`config.mk`:
```
export PLATFORM = sky130hd
export DESIGN_NAME = weighted_random_selector_table
export DESIGN_NICKNAME = d
export VERILOG_FILES = /design/src/sv/wrs_pkg.sv /design/src/sv/wrs_cell.sv /design/src/sv/wrs_scan.sv /design/src/sv/weighted_random_selector_table.sv
export SDC_FILE = /design/constraint.sdc
export NUM_CORES = 2
export LEC_CHECK = 0
export ABC_CLOCK_PERIOD_IN_PS = 19500
export BUFFER_PORTS_ARGS = -buffer_cell sky130_fd_sc_hd__buf_2
export CAP_MARGIN = 20
export CORE_MARGIN = 2
export CORE_UTILIZATION = 35
export DETAILED_ROUTE_END_ITERATION = 10
export PLACE_DENSITY_LB_ADDON = 0.15
export SETUP_SLACK_MARGIN = 0.4
export SLEW_MARGIN = 20
export SYNTH_ARGS = -nofsm -noshare
export SYNTH_HDL_FRONTEND = slang
export SYNTH_SLANG_ARGS = --single-unit
```
`constraint.sdc`:
```
create_clock -name clk -period 19.5 [get_ports clk]
set_input_delay 3.9 -clock clk [delete_from_list [all_inputs] [get_ports clk]]
set_output_delay 3.9 -clock clk [all_outputs]
set_load 0.05 [all_outputs]
```
`src/sv/wrs_pkg.sv`:
```
// shared types, codes and defaults for the weighted random selector table
// no dependencies; used by wrs_cell, wrs_scan and the top level
`default_nettype none

package wrs_pkg;

  localparam int DEPTH_DEFAULT       = 16;
  localparam int WEIGHT_BITS_DEFAULT = 16;

  // command codes
  localparam logic [2:0] CMD_ADD      = 3'd0;
  localparam logic [2:0] CMD_REMOVE   = 3'd1;
  localparam logic [2:0] CMD_SET_W    = 3'd2;
  localparam logic [2:0] CMD_CHOOSE   = 3'd3;
  localparam logic [2:0] CMD_READ_W   = 3'd4;
  localparam logic [2:0] CMD_READ_IDX = 3'd5;

  // status codes
  localparam logic [1:0] ST_OK      = 2'd0;
  localparam logic [1:0] ST_NONE    = 2'd1;
  localparam logic [1:0] ST_PRESENT = 2'd2;
  localparam logic [1:0] ST_FULL    = 2'd3;

  // what the scan unit looks for at the head of the ring
  localparam logic [1:0] MATCH_ID  = 2'd0;
  localparam logic [1:0] MATCH_POS = 2'd1;
  localparam logic [1:0] MATCH_CUM = 2'd2;

  typedef struct packed {
    logic rotate;
    logic shift_down;
    logic write_id;
    logic write_weight;
  } cell_ctrl_t;

  typedef struct packed {
    logic       clear;
    logic       step;
    logic       mul;
    logic [1:0] mode;
  } scan_ctrl_t;

endpackage

`default_nettype wire

```
`src/sv/wrs_cell.sv`:
```
// one table cell: holds an id and a weight, takes its neighbour's entry
// on rotate or on shift-down at or above sel_idx, or a written value; uses wrs_pkg
`default_nettype none

module wrs_cell #(
  parameter int DEPTH       = wrs_pkg::DEPTH_DEFAULT,
  parameter int WEIGHT_BITS = wrs_pkg::WEIGHT_BITS_DEFAULT,
  parameter int INDEX       = 0
) (
  input  wire logic                     clk,
  input  wire wrs_pkg::cell_ctrl_t      ctrl,
  input  wire logic [$clog2(DEPTH)-1:0] sel_idx,
  input  wire logic [31:0]              nb_id,
  input  wire logic [WEIGHT_BITS-1:0]   nb_weight,
  input  wire logic [31:0]              wr_id,
  input  wire logic [WEIGHT_BITS-1:0]   wr_weight,
  output logic      [31:0]              id,
  output logic      [WEIGHT_BITS-1:0]   weight
);

  localparam int IW = $clog2(DEPTH);
  localparam logic [IW-1:0] MY_IDX = IW'(INDEX);

  logic take_nb;
  logic is_sel;

  assign take_nb = ctrl.rotate || (ctrl.shift_down && (MY_IDX >= sel_idx));
  assign is_sel  = (MY_IDX == sel_idx);

  always_ff @(posedge clk) begin
    if (take_nb) begin
      id     <= nb_id;
      weight <= nb_weight;
    end else begin
      if (ctrl.write_id && is_sel) begin
        id <= wr_id;
      end
      if (ctrl.write_weight && is_sel) begin
        weight <= wr_weight;
      end
    end
  end

endmodule

`default_nettype wire

```
`src/sv/wrs_scan.sv`:
```
// head scanner: examines the entry at the front of the ring each cycle that step is set,
// finds by id or position, sums weights and picks by cumulative weight; uses wrs_pkg
`default_nettype none

module wrs_scan #(
  parameter int DEPTH       = wrs_pkg::DEPTH_DEFAULT,
  parameter int WEIGHT_BITS = wrs_pkg::WEIGHT_BITS_DEFAULT
) (
  input  wire logic                       clk,
  input  wire logic                       rst,
  input  wire wrs_pkg::scan_ctrl_t        ctrl,
  input  wire logic [31:0]                head_id,
  input  wire logic [WEIGHT_BITS-1:0]     head_weight,
  input  wire logic [$clog2(DEPTH+1)-1:0] pos,
  input  wire logic [$clog2(DEPTH+1)-1:0] count,
  input  wire logic [31:0]                key,
  input  wire logic [3:0]                 idx,
  input  wire logic [15:0]                frac,
  output logic                            found,
  output logic [$clog2(DEPTH)-1:0]        slot,
  output logic [31:0]                     pick_id,
  output logic [WEIGHT_BITS-1:0]          pick_weight,
  output logic                            total_nz
);

  localparam int IW = $clog2(DEPTH);
  localparam int CW = $clog2(DEPTH+1);
  localparam int SW = WEIGHT_BITS + $clog2(DEPTH);
  localparam int TW = SW + 16;

  logic [SW-1:0] sum;
  logic [SW-1:0] cum_next;
  logic [TW-1:0] target;
  logic [TW-1:0] prod;
  logic          in_range;
  logic          match;
  logic          take;

  assign in_range = pos < count;
  assign cum_next = sum + SW'(head_weight);
  assign prod     = {{SW{1'b0}}, frac} * {16'b0, sum};

  always_comb begin
    unique case (ctrl.mode)
      wrs_pkg::MATCH_ID:  match = (head_id == key);
      wrs_pkg::MATCH_POS: match = ({{CW{1'b0}}, idx} == {4'b0, pos});
      wrs_pkg::MATCH_CUM: match = ({cum_next, 16'b0} >= target);
      default:            match = 1'b0;
    endcase
  end

  assign take = ctrl.step && in_range && match && !found;

  always_ff @(posedge clk) begin
    if (rst) begin
      found    <= 1'b0;
      total_nz <= 1'b0;
    end else begin
      if (ctrl.clear) begin
        found <= 1'b0;
      end else if (take) begin
        found <= 1'b1;
      end
      if (ctrl.mul) begin
        total_nz <= (sum != '0);
      end
    end
  end

  always_ff @(posedge clk) begin
    if (ctrl.clear) begin
      sum <= '0;
    end else if (ctrl.step && in_range) begin
      sum <= cum_next;
    end
    if (take) begin
      slot        <= pos[IW-1:0];
      pick_id     <= head_id;
      pick_weight <= head_weight;
    end
    // target = r * total, taken while sum still holds the total
    if (ctrl.mul) begin
      target <= prod;
    end
  end

endmodule

`default_nettype wire

```
`src/sv/weighted_random_selector_table.sv`:
```
// weighted random selector table: a ring of DEPTH cells rotated past one scanner
// each pass rotates the whole ring once; an accepted command makes one pass, then applies;
// choose adds a multiply state and a pick pass between the two
// one command at a time: a new one is accepted only in idle; out stalls hold the apply state
// reset: count cleared, output empty; cells and result ports undefined until written
`default_nettype none

module weighted_random_selector_table #(
  parameter int DEPTH       = wrs_pkg::DEPTH_DEFAULT,
  parameter int WEIGHT_BITS = wrs_pkg::WEIGHT_BITS_DEFAULT
) (
  input  wire logic        clk,
  input  wire logic        rst,
  input  wire logic        in_valid,
  output logic             in_ready,
  input  wire logic [2:0]  command,
  input  wire logic [31:0] entry_id,
  input  wire logic [15:0] weight,
  input  wire logic [15:0] random_fraction,
  input  wire logic [3:0]  slot_index,
  output logic             out_valid,
  input  wire logic        out_ready,
  output logic [1:0]       status,
  output logic [31:0]      result_id,
  output logic [15:0]      result_weight,
  output logic [4:0]       entry_count
);

  localparam int IW = $clog2(DEPTH);
  localparam int CW = $clog2(DEPTH+1);

  localparam logic [2:0] S_IDLE  = 3'd0;
  localparam logic [2:0] S_PASS1 = 3'd1;
  localparam logic [2:0] S_MUL   = 3'd2;
  localparam logic [2:0] S_PASS2 = 3'd3;
  localparam logic [2:0] S_APPLY = 3'd4;

  logic [2:0]             state;
  logic [CW-1:0]          pos;
  logic [CW-1:0]          count;
  logic [CW-1:0]          count_next;
  logic [2:0]             cmd_q;
  logic [31:0]            key_q;
  logic [WEIGHT_BITS-1:0] w_q;
  logic [15:0]            frac_q;
  logic [3:0]             idx_q;

  logic                   accept;
  logic                   can_load;
  logic                   pass_end;
  logic [31:0]            w_ext;
  logic [31:0]            pw_ext;

  logic [1:0]             st_n;
  logic [31:0]            rid_n;
  logic [15:0]            rw_n;

  wrs_pkg::cell_ctrl_t    cell_ctrl;
  wrs_pkg::scan_ctrl_t    scan_ctrl;
  logic [IW-1:0]          sel_idx;

  logic [31:0]            cell_id [DEPTH];
  logic [WEIGHT_BITS-1:0] cell_w  [DEPTH];

  logic                   found;
  logic [IW-1:0]          slot;
  logic [31:0]            pick_id;
  logic [WEIGHT_BITS-1:0] pick_weight;
  logic                   total_nz;

  assign in_ready = (state == S_IDLE);
  assign accept   = in_valid && in_ready;
  assign can_load = !out_valid || out_ready;
  assign pass_end = (pos == CW'(DEPTH-1));
  assign w_ext    = {16'b0, weight};
  assign pw_ext   = 32'(pick_weight);

  // ring of cells, cell 0 is the head seen by the scanner
  for (genvar i = 0; i < DEPTH; i++) begin : g_cell
    wrs_cell #(
      .DEPTH       (DEPTH),
      .WEIGHT_BITS (WEIGHT_BITS),
      .INDEX       (i)
    ) u_cell (
      .clk       (clk),
      .ctrl      (cell_ctrl),
      .sel_idx   (sel_idx),
      .nb_id     (cell_id[(i+1) % DEPTH]),
      .nb_weight (cell_w[(i+1) % DEPTH]),
      .wr_id     (key_q),
      .wr_weight (w_q),
      .id        (cell_id[i]),
      .weight    (cell_w[i])
    );
  end

  wrs_scan #(
    .DEPTH       (DEPTH),
    .WEIGHT_BITS (WEIGHT_BITS)
  ) u_scan (
    .clk         (clk),
    .rst         (rst),
    .ctrl        (scan_ctrl),
    .head_id     (cell_id[0]),
    .head_weight (cell_w[0]),
    .pos         (pos),
    .count       (count),
    .key         (key_q),
    .idx         (idx_q),
    .frac        (frac_q),
    .found       (found),
    .slot        (slot),
    .pick_id     (pick_id),
    .pick_weight (pick_weight),
    .total_nz    (total_nz)
  );

  always_comb begin
    scan_ctrl.clear = accept || (state == S_MUL);
    scan_ctrl.mul   = (state == S_MUL);
    scan_ctrl.step  = (state == S_PASS1) || (state == S_PASS2);
    if (state == S_PASS2) begin
      scan_ctrl.mode = wrs_pkg::MATCH_CUM;
    end else if (cmd_q == wrs_pkg::CMD_READ_IDX) begin
      scan_ctrl.mode = wrs_pkg::MATCH_POS;
    end else begin
      scan_ctrl.mode = wrs_pkg::MATCH_ID;
    end

    cell_ctrl.rotate       = scan_ctrl.step;
    cell_ctrl.shift_down   = 1'b0;
    cell_ctrl.write_id     = 1'b0;
    cell_ctrl.write_weight = 1'b0;
    sel_idx                = slot;

    st_n       = wrs_pkg::ST_NONE;
    rid_n      = '0;
    rw_n       = '0;
    count_next = count;

    if ((state == S_APPLY) && can_load) begin
      unique case (cmd_q)
        wrs_pkg::CMD_ADD: begin
          if (found) begin
            st_n = wrs_pkg::ST_PRESENT;
          end else if (count == CW'(DEPTH)) begin
            st_n = wrs_pkg::ST_FULL;
          end else begin
            st_n                   = wrs_pkg::ST_OK;
            sel_idx                = count[IW-1:0];
            cell_ctrl.write_id     = 1'b1;
            cell_ctrl.write_weight = 1'b1;
            count_next             = count + CW'(1);
          end
        end
        wrs_pkg::CMD_REMOVE: begin
          if (found) begin
            st_n                 = wrs_pkg::ST_OK;
            cell_ctrl.shift_down = 1'b1;
            count_next           = count - CW'(1);
          end
        end
        wrs_pkg::CMD_SET_W: begin
          if (found) begin
            st_n                   = wrs_pkg::ST_OK;
            cell_ctrl.write_weight = 1'b1;
          end
        end
        wrs_pkg::CMD_CHOOSE: begin
          if (found && total_nz) begin
            st_n  = wrs_pkg::ST_OK;
            rid_n = pick_id;
          end
        end
        wrs_pkg::CMD_READ_W: begin
          if (found) begin
            st_n = wrs_pkg::ST_OK;
            rw_n = pw_ext[15:0];
          end
        end
        wrs_pkg::CMD_READ_IDX: begin
          if (found) begin
            st_n  = wrs_pkg::ST_OK;
            rid_n = pick_id;
          end
        end
        default: begin
        end
      endcase
    end
  end

  always_ff @(posedge clk) begin
    if (rst) begin
      state     <= S_IDLE;
      pos       <= '0;
      count     <= '0;
      out_valid <= 1'b0;
    end else begin
      if (out_valid && out_ready) begin
        out_valid <= 1'b0;
      end
      unique case (state)
        S_IDLE: begin
          if (accept) begin
            pos   <= '0;
            state <= S_PASS1;
          end
        end
        S_PASS1: begin
          if (pass_end) begin
            pos   <= '0;
            state <= (cmd_q == wrs_pkg::CMD_CHOOSE) ? S_MUL : S_APPLY;
          end else begin
            pos <= pos + CW'(1);
          end
        end
        S_MUL: begin
          state <= S_PASS2;
        end
        S_PASS2: begin
          if (pass_end) begin
            pos   <= '0;
            state <= S_APPLY;
          end else begin
            pos <= pos + CW'(1);
          end
        end
        S_APPLY: begin
          if (can_load) begin
            out_valid <= 1'b1;
            count     <= count_next;
            state     <= S_IDLE;
          end
        end
        default: begin
          state <= S_IDLE;
        end
      endcase
    end
  end

  // transaction payload and result registers
  always_ff @(posedge clk) begin
    if (accept) begin
      cmd_q  <= command;
      key_q  <= entry_id;
      w_q    <= w_ext[WEIGHT_BITS-1:0];
      frac_q <= random_fraction;
      idx_q  <= slot_index;
    end
    if ((state == S_APPLY) && can_load) begin
      status        <= st_n;
      result_id     <= rid_n;
      result_weight <= rw_n;
      entry_count   <= 5'(count_next);
    end
  end

endmodule

`default_nettype wire
```
Word-level counts from Yosys, hierarchy flattened
Index checks and enable logic that the tools add are counted.
{ "classes": {"addsub": 4, "n_mul": 1, "n_lt_le_gt_ge": 18, "eq_ne": 34, "muxes": 103, "reduce_logical": 121} }
{ "ops": {"columns": ["cell", "n"], "rows": [
  ["$mux W32", 34],
  ["$mux W16", 32],
  ["$reduce_bool A2 Y1", 33],
  ["$pmux W32 S2", 1],
  ["$logic_and A1 B1 Y1", 55],
  ["$ge A36 B36 Y1", 1],
  ["$mul A16 B20 Y36", 1],
  ["$eq A32 B32 Y1", 1],
  ["$eq A4 B4 Y1 const A", 8],
  ["$ge A4 B4 Y1 const A", 8],
  ["$mux W5", 6],
  ["$add A20 B16 Y20", 1],
  ["$pmux W5 S2", 2],
  ["$reduce_bool A20 Y1", 1],
  ["$logic_or A1 B1 Y1", 19],
  ["$mux W3", 6],
  ["$eq A3 B4 Y1 const A", 4],
  ["$ge A3 B4 Y1 const A", 4],
  ["$mux W4", 4],
  ["$pmux W3 S5", 1],
  ["$eq A3 B2 Y1 const B", 4],
  ["$add A5 B1 Y5 const B", 2],
  ["$mux W2", 5],
  ["$eq A3 B3 Y1 const B", 3],
  ["26 further kinds", 45]
]} }
{ "totals": {"register_bits": 1018, "output_inout_bits": 57} }

Depth between registers and ports, before layout
{ "depth": {"ltp_word": 9, "ltp_mapped": 23, "ltp_nobuf": 22} }

Cells and area by module
A second synthesis with hierarchy kept.
{ "unflattened": {"hier_cells": 3914, "area_unflattened_um2": 56551.7} }
{ "modules_own_cells": {"columns": ["module", "instances", "cells_per_inst", "area_each_um2", "seq_area_each_um2"], "rows": [
  ["wrs_scan", 1, 1627, 15675.0, 3083.0],
  ["weighted_random_selector_table", 1, 324, 5242.5, 4063.9],
  ["wrs_cell (g_cell[3].u_cell)", 1, 276, 3045.4, 1441.4],
  ["wrs_cell (g_cell[11].u_cell)", 1, 174, 2404.8, 1441.4],
  ["wrs_cell (g_cell[10].u_cell)", 1, 110, 2290.9, 1441.4],
  ["wrs_cell (g_cell[1].u_cell)", 1, 107, 2268.4, 1441.4],
  ["wrs_cell (g_cell[8].u_cell)", 1, 108, 2262.2, 1441.4],
  ["wrs_cell (g_cell[4].u_cell)", 1, 109, 2200.9, 1441.4],
  ["wrs_cell (g_cell[12].u_cell)", 1, 108, 2177.1, 1441.4],
  ["wrs_cell (g_cell[2].u_cell)", 1, 108, 2155.8, 1441.4],
  ["wrs_cell (g_cell[0].u_cell)", 1, 107, 2140.8, 1441.4],
  ["wrs_cell (g_cell[6].u_cell)", 1, 109, 2128.3, 1441.4],
  ["wrs_cell (g_cell[9].u_cell)", 1, 108, 2124.5, 1441.4],
  ["wrs_cell (g_cell[15].u_cell)", 1, 107, 2100.8, 1441.4],
  ["4 more rows", null, null, null, null]
]} }

Worst setup path before layout
No wires, ideal clock.
{ "synth_path": {"path_type": "input-to-reg", "from": "in out_ready", "to": "reg g_cell[0].u_cell.id[0], enable pin", "setup_time_ns": 0.466, "arrival_ns": 8.661, "t_required_ns": 19.034, "setup_slack_ns": 10.373, "stages": 10, "path_buffers": 2, "path_cell_list": "nand2b_1 > nand3_1 > inv_1 > nand2_2 > buf_6 > nand2_1 > o21ai_1 > or2_2 > clkbuf_1 > o21ai_0"} }
{ "synth_via": {"elab_chain_cells": 7, "word_cells_on_any_way": 10, "cone_classes": "order compare (1); mux (2); reduce/logical (7)"} }
{ "synth_rtl": {"columns": ["item", "line", "source"], "rows": [
  ["start: declaration", "weighted_random_selector_table.sv:22", "input wire logic out_ready,"],
  ["$logic_or A1 B1 Y1 *", "weighted_random_selector_table.sv:73", "assign can_load = !out_valid || out_ready;"],
  ["$logic_and A1 B1 Y1 *", "weighted_random_selector_table.sv:141", "if ((state == S_APPLY) && can_load) begin"],
  ["$mux W4", "weighted_random_selector_table.sv:141", null],
  ["$ge A1 B4 Y1", "wrs_cell.sv:27", "assign take_nb = ctrl.rotate || (ctrl.shift_down && (MY_IDX >= sel_idx));"],
  ["$logic_and A1 B1 Y1", "wrs_cell.sv:27", null],
  ["$logic_or A1 B1 Y1", "wrs_cell.sv:27", null],
  ["$reduce_bool A2 Y1 (no source line) *", null, null],
  ["end signal: assignment", "wrs_cell.sv:32", "id <= nb_id;"],
  ["end signal: assignment", "wrs_cell.sv:36", "id <= wr_id;"],
  ["end: declaration", "wrs_cell.sv:17", "output logic [31:0] id,"]
]} }
Every way passes the cells marked *; elsewhere a longest branch is shown, timed or not.
A chain may end at the register's enable or synchronous reset.

Worst setup path in the final report
{ "layout_path": {"from": "in out_ready", "to": "reg g_cell[14].u_cell.id[23], enable pin"} }
{ "layout_via": {"elab_chain_cells": 7, "word_cells_on_any_way": 10, "cone_classes": "order compare (1); eq/ne (1); mux (2); reduce/logical (6)"} }
{ "layout_rtl": {"columns": ["item", "line"], "rows": [
  ["$logic_or A1 B1 Y1 *", "weighted_random_selector_table.sv:73"],
  ["$logic_and A1 B1 Y1 *", "weighted_random_selector_table.sv:141"],
  ["$mux W4", "weighted_random_selector_table.sv:141"],
  ["$ge A4 B4 Y1", "wrs_cell.sv:27"],
  ["$logic_and A1 B1 Y1", "wrs_cell.sv:27"],
  ["$logic_or A1 B1 Y1", "wrs_cell.sv:27"],
  ["$reduce_bool A2 Y1 (no source line) *", null],
  ["end signal: assignment", "wrs_cell.sv:32"],
  ["end signal: assignment", "wrs_cell.sv:36"],
  ["end: declaration", "wrs_cell.sv:17"]
]} }
Marked as above.

==> metrics.txt <==
largest net degree at the start of global routing 55; Crit Path Class in -> reg; XOR/XNOR share of the synthesized area 1.52%; CTS clk-pin slew, worst paths 60 ps; Layout Skew 74.3 ps; Routed Antenna Nets 0; CP Data Arrival Time 8490 ps; Synth area leaders edfxtp_1 55%, mux2_2 16%, fa_1 9.4%; Syn Nets 4215; die width 396 um; Distinct cells, synth 75; die height 396 um; Adder-Cell Fraction of Synth Area 12.9%; post-detail-place hpwl a little under 90000 um; WP buf/inv 5; combinational family with the most area after synthesis multiplexers; Max IR drop VDD 72.3 uV; final period demand of the worst path 8010 ps; Vias 29.3k; hold wc startpoint g_cell[12].u_cell.weight[2]; DRT iter0 DRCs 1650; setup TNS 0 ps; Root Buffer clkbuf_16; Max Fclk approximately 120 MHz; post-CTS sizing 0; crit path max fanout 37; Worst R2R Path Depth 19; pwr/cell area between 100 and 150 mW/mm^2; fraction of layout cells with a size suffix above 1 30.0%; Post-Syn Area per Cell 14.4 um^2; Fin. Hold Viols 0; DRC viols 0; outcome complete, no violations; crit-path max cell delay 560 ps; GRT Overall Usage between 10% and 20%; Worst Tran Pin Value 1100 ps; Final setup viols 0; Crit. End Element register; CTS Sinks 1018; Layout area overhead 12.6%; Buffers on Ports 131; gpl congestion 0.835; CTS H-tree lvls 3; crit path launch type primary input; Worst Hold End g_cell[11].u_cell.weight[2]; final core utilization 39.7%; Primary FF master, synth edfxtp_1; Power Internal 0.00473 W; Num CTS Buffers 111; # IOs 132; capture point of the worst reg-to-reg path u_scan.target[35]; Cell Rows ~140; async set or reset register ratio after synthesis 0%; # hold bufs at CTS 0; Gate Count Post-Synth 3738; critical-path cell list buf_2 > nand2b_1 > nand3_1 > clkinv_2 > buf_4 > and2_2 > nand3_1 > nand2_1 > a21oi_1 > nor2_4 > buf_4 > o21ai_4 > buf_16; drt total wl 135000 um; post-synthesis sequential area ratio 56.2%; WL per Instance 22.7 um; hold-critical path depth 1; Clock Tree Buf Depth 3; count leader, synth edfxtp_1; combinational share of power 20.5%; Critical R2R Launch frac_q[1]; starting density of the core a little over a third; final layout net count 4319; top-area cell type share of the netlist area 54.9%; Yosys warnings 0; Max Cap Viol 0; Clock power frac 31.0%; r2r setup slk 12690 ps; number of global-route vias before repair 31.4k; Post-Synth Simple-Gate Area 6.17%; Slew HR 26.3%; sequential power share 48.5%; setup bufs post-CTS 0; First-pass DRT Iterations 5; first-pass GRT wire length 206000 um; FILL cells around 14k; #FFs+latches synth 1018; Mapped Area about 0.054 mm^2; initial antenna violation count 4; largest area contributor in the netlist edfxtp_1; most frequent cells after synthesis 982 x edfxtp_1, 743 x mux2_2, 304 x inv_1; mux share of post-synthesis cell area ~16%; NetSw 0.00190 W; slowest CP cell buf_4; die area 0.157 mm^2; RSZ-0062 raised after global routing no; Req. time, crit path roughly 20000 ps; total gr overflow 0; Post-synth EDFFs a little under 1k; Sw Share ~29%; core footprint 0.152 mm^2; CP top delay family simple AND/OR/NAND/NOR gates; count of pins over their slew limit 0; Clk Latency, worst-skew pair 740 ps; final period utilization between 40% and 50%; P_leak 22.2 nW; n_diodes 0; Vias/cell 4.92; CTS tree built; min-delay worst type reg -> reg; compound-gate portion of the synthesized area about 3.0%
## worst max path at each step
stage                         start                  endpoint  slack [ps]  cells past startpoint
after floorplan           out_ready    g_cell[0].u_cell.id[0]       10370                     10
after global placement    out_ready  g_cell[14].u_cell.id[27]       10700                     12
after detailed placement  out_ready  g_cell[14].u_cell.id[23]       10680                     13
after CTS                 out_ready  g_cell[14].u_cell.id[23]       11480                     13
after global routing      out_ready   g_cell[1].u_cell.id[13]       11160                     12
final                     out_ready  g_cell[14].u_cell.id[23]       11490                     13
## stage by stage
stage	cells	hold slack (ps)	instance area, um^2	power (W)	setup WS [ps]
after detailed placement	5756	503	56900	0.00463	10680
after floorplan	3738	453	53700	0.00414	10370
after CTS	5959	487	60400	0.00673	11480
final	5962	500	60500	0.00663	11490
after global routing	5962	505	60500	0.00695	11160
after global placement	5755	502	56900	0.00462	10700
## per-layer routing
layer	routed length, um	share of wire [%]	global-route usage, %
met3	6310	4.7	2.95
met2	62900	47	28.1
met5	8	0.0059	0
met4	2700	2.0	4.47
met1	63300	47	24.5
## final cells by class
type / instances / area [um^2] / share of cell area, %
clock buffer: 132 / 2890 / 4.77
tap: 2030 / 2540 / 4.20
timing repair buffer: 210 / 1320 / 2.18
sequential: 1018 / 30200 / 49.9
clock inverter: 71 / 629 / 1.04
inverter: 305 / 1150 / 1.90
multi-input combinational: 2196 / 21800 / 36.0
## logic make-up after synthesis
kind of cell,Yosys count
compound gates,262
xor+xnor,93
mux,772
buf+inv,524
simple gates,667
fa+ha+maj,402
flops,1018
## state kept, by name, summed over array words and instances (netlist names), 16 cells and up
name                  cells
frac_q                   16
key_q                    32
result_weight            16
result_id                32
u_scan.pick_weight       16
g_cell.u_cell.id        512
w_q                      16
u_scan.sum               20
u_scan.target            36
u_scan.pick_id           32
g_cell.u_cell.weight    256
## layout by cell type (no fill, tap or decap), types with 36 or more instances in the layout
master / Yosys / final
edfxtp_1: 982 / 982
mux2_2: 743 / 743
inv_1: 304 / 302
nand2_1: 269 / 269
fa_1: 251 / 251
and2_1: 191 / 189
ha_1: 151 / 151
buf_2: 56 / 131
clkbuf_16: 0 / 111
a21oi_1: 89 / 88
buf_4: 17 / 75
xnor2_1: 69 / 69
nor2_1: 65 / 62
o21ai_0: 57 / 43
dfxtp_1: 36 / 36
## power groups by stage
stage	Combinational [W]	Sequential, W	Clock [W]
2_1_floorplan	0.000982	0.00316	0
3_3_place_gp	0.00135	0.00327	0
3_5_place_dp	0.00137	0.00326	0
4_1_cts	0.00138	0.00323	0.00212
5_1_grt	0.00149	0.00326	0.00220
6_report	0.00136	0.00322	0.00205
Note: power is estimated with default switching activity, not from simulation.
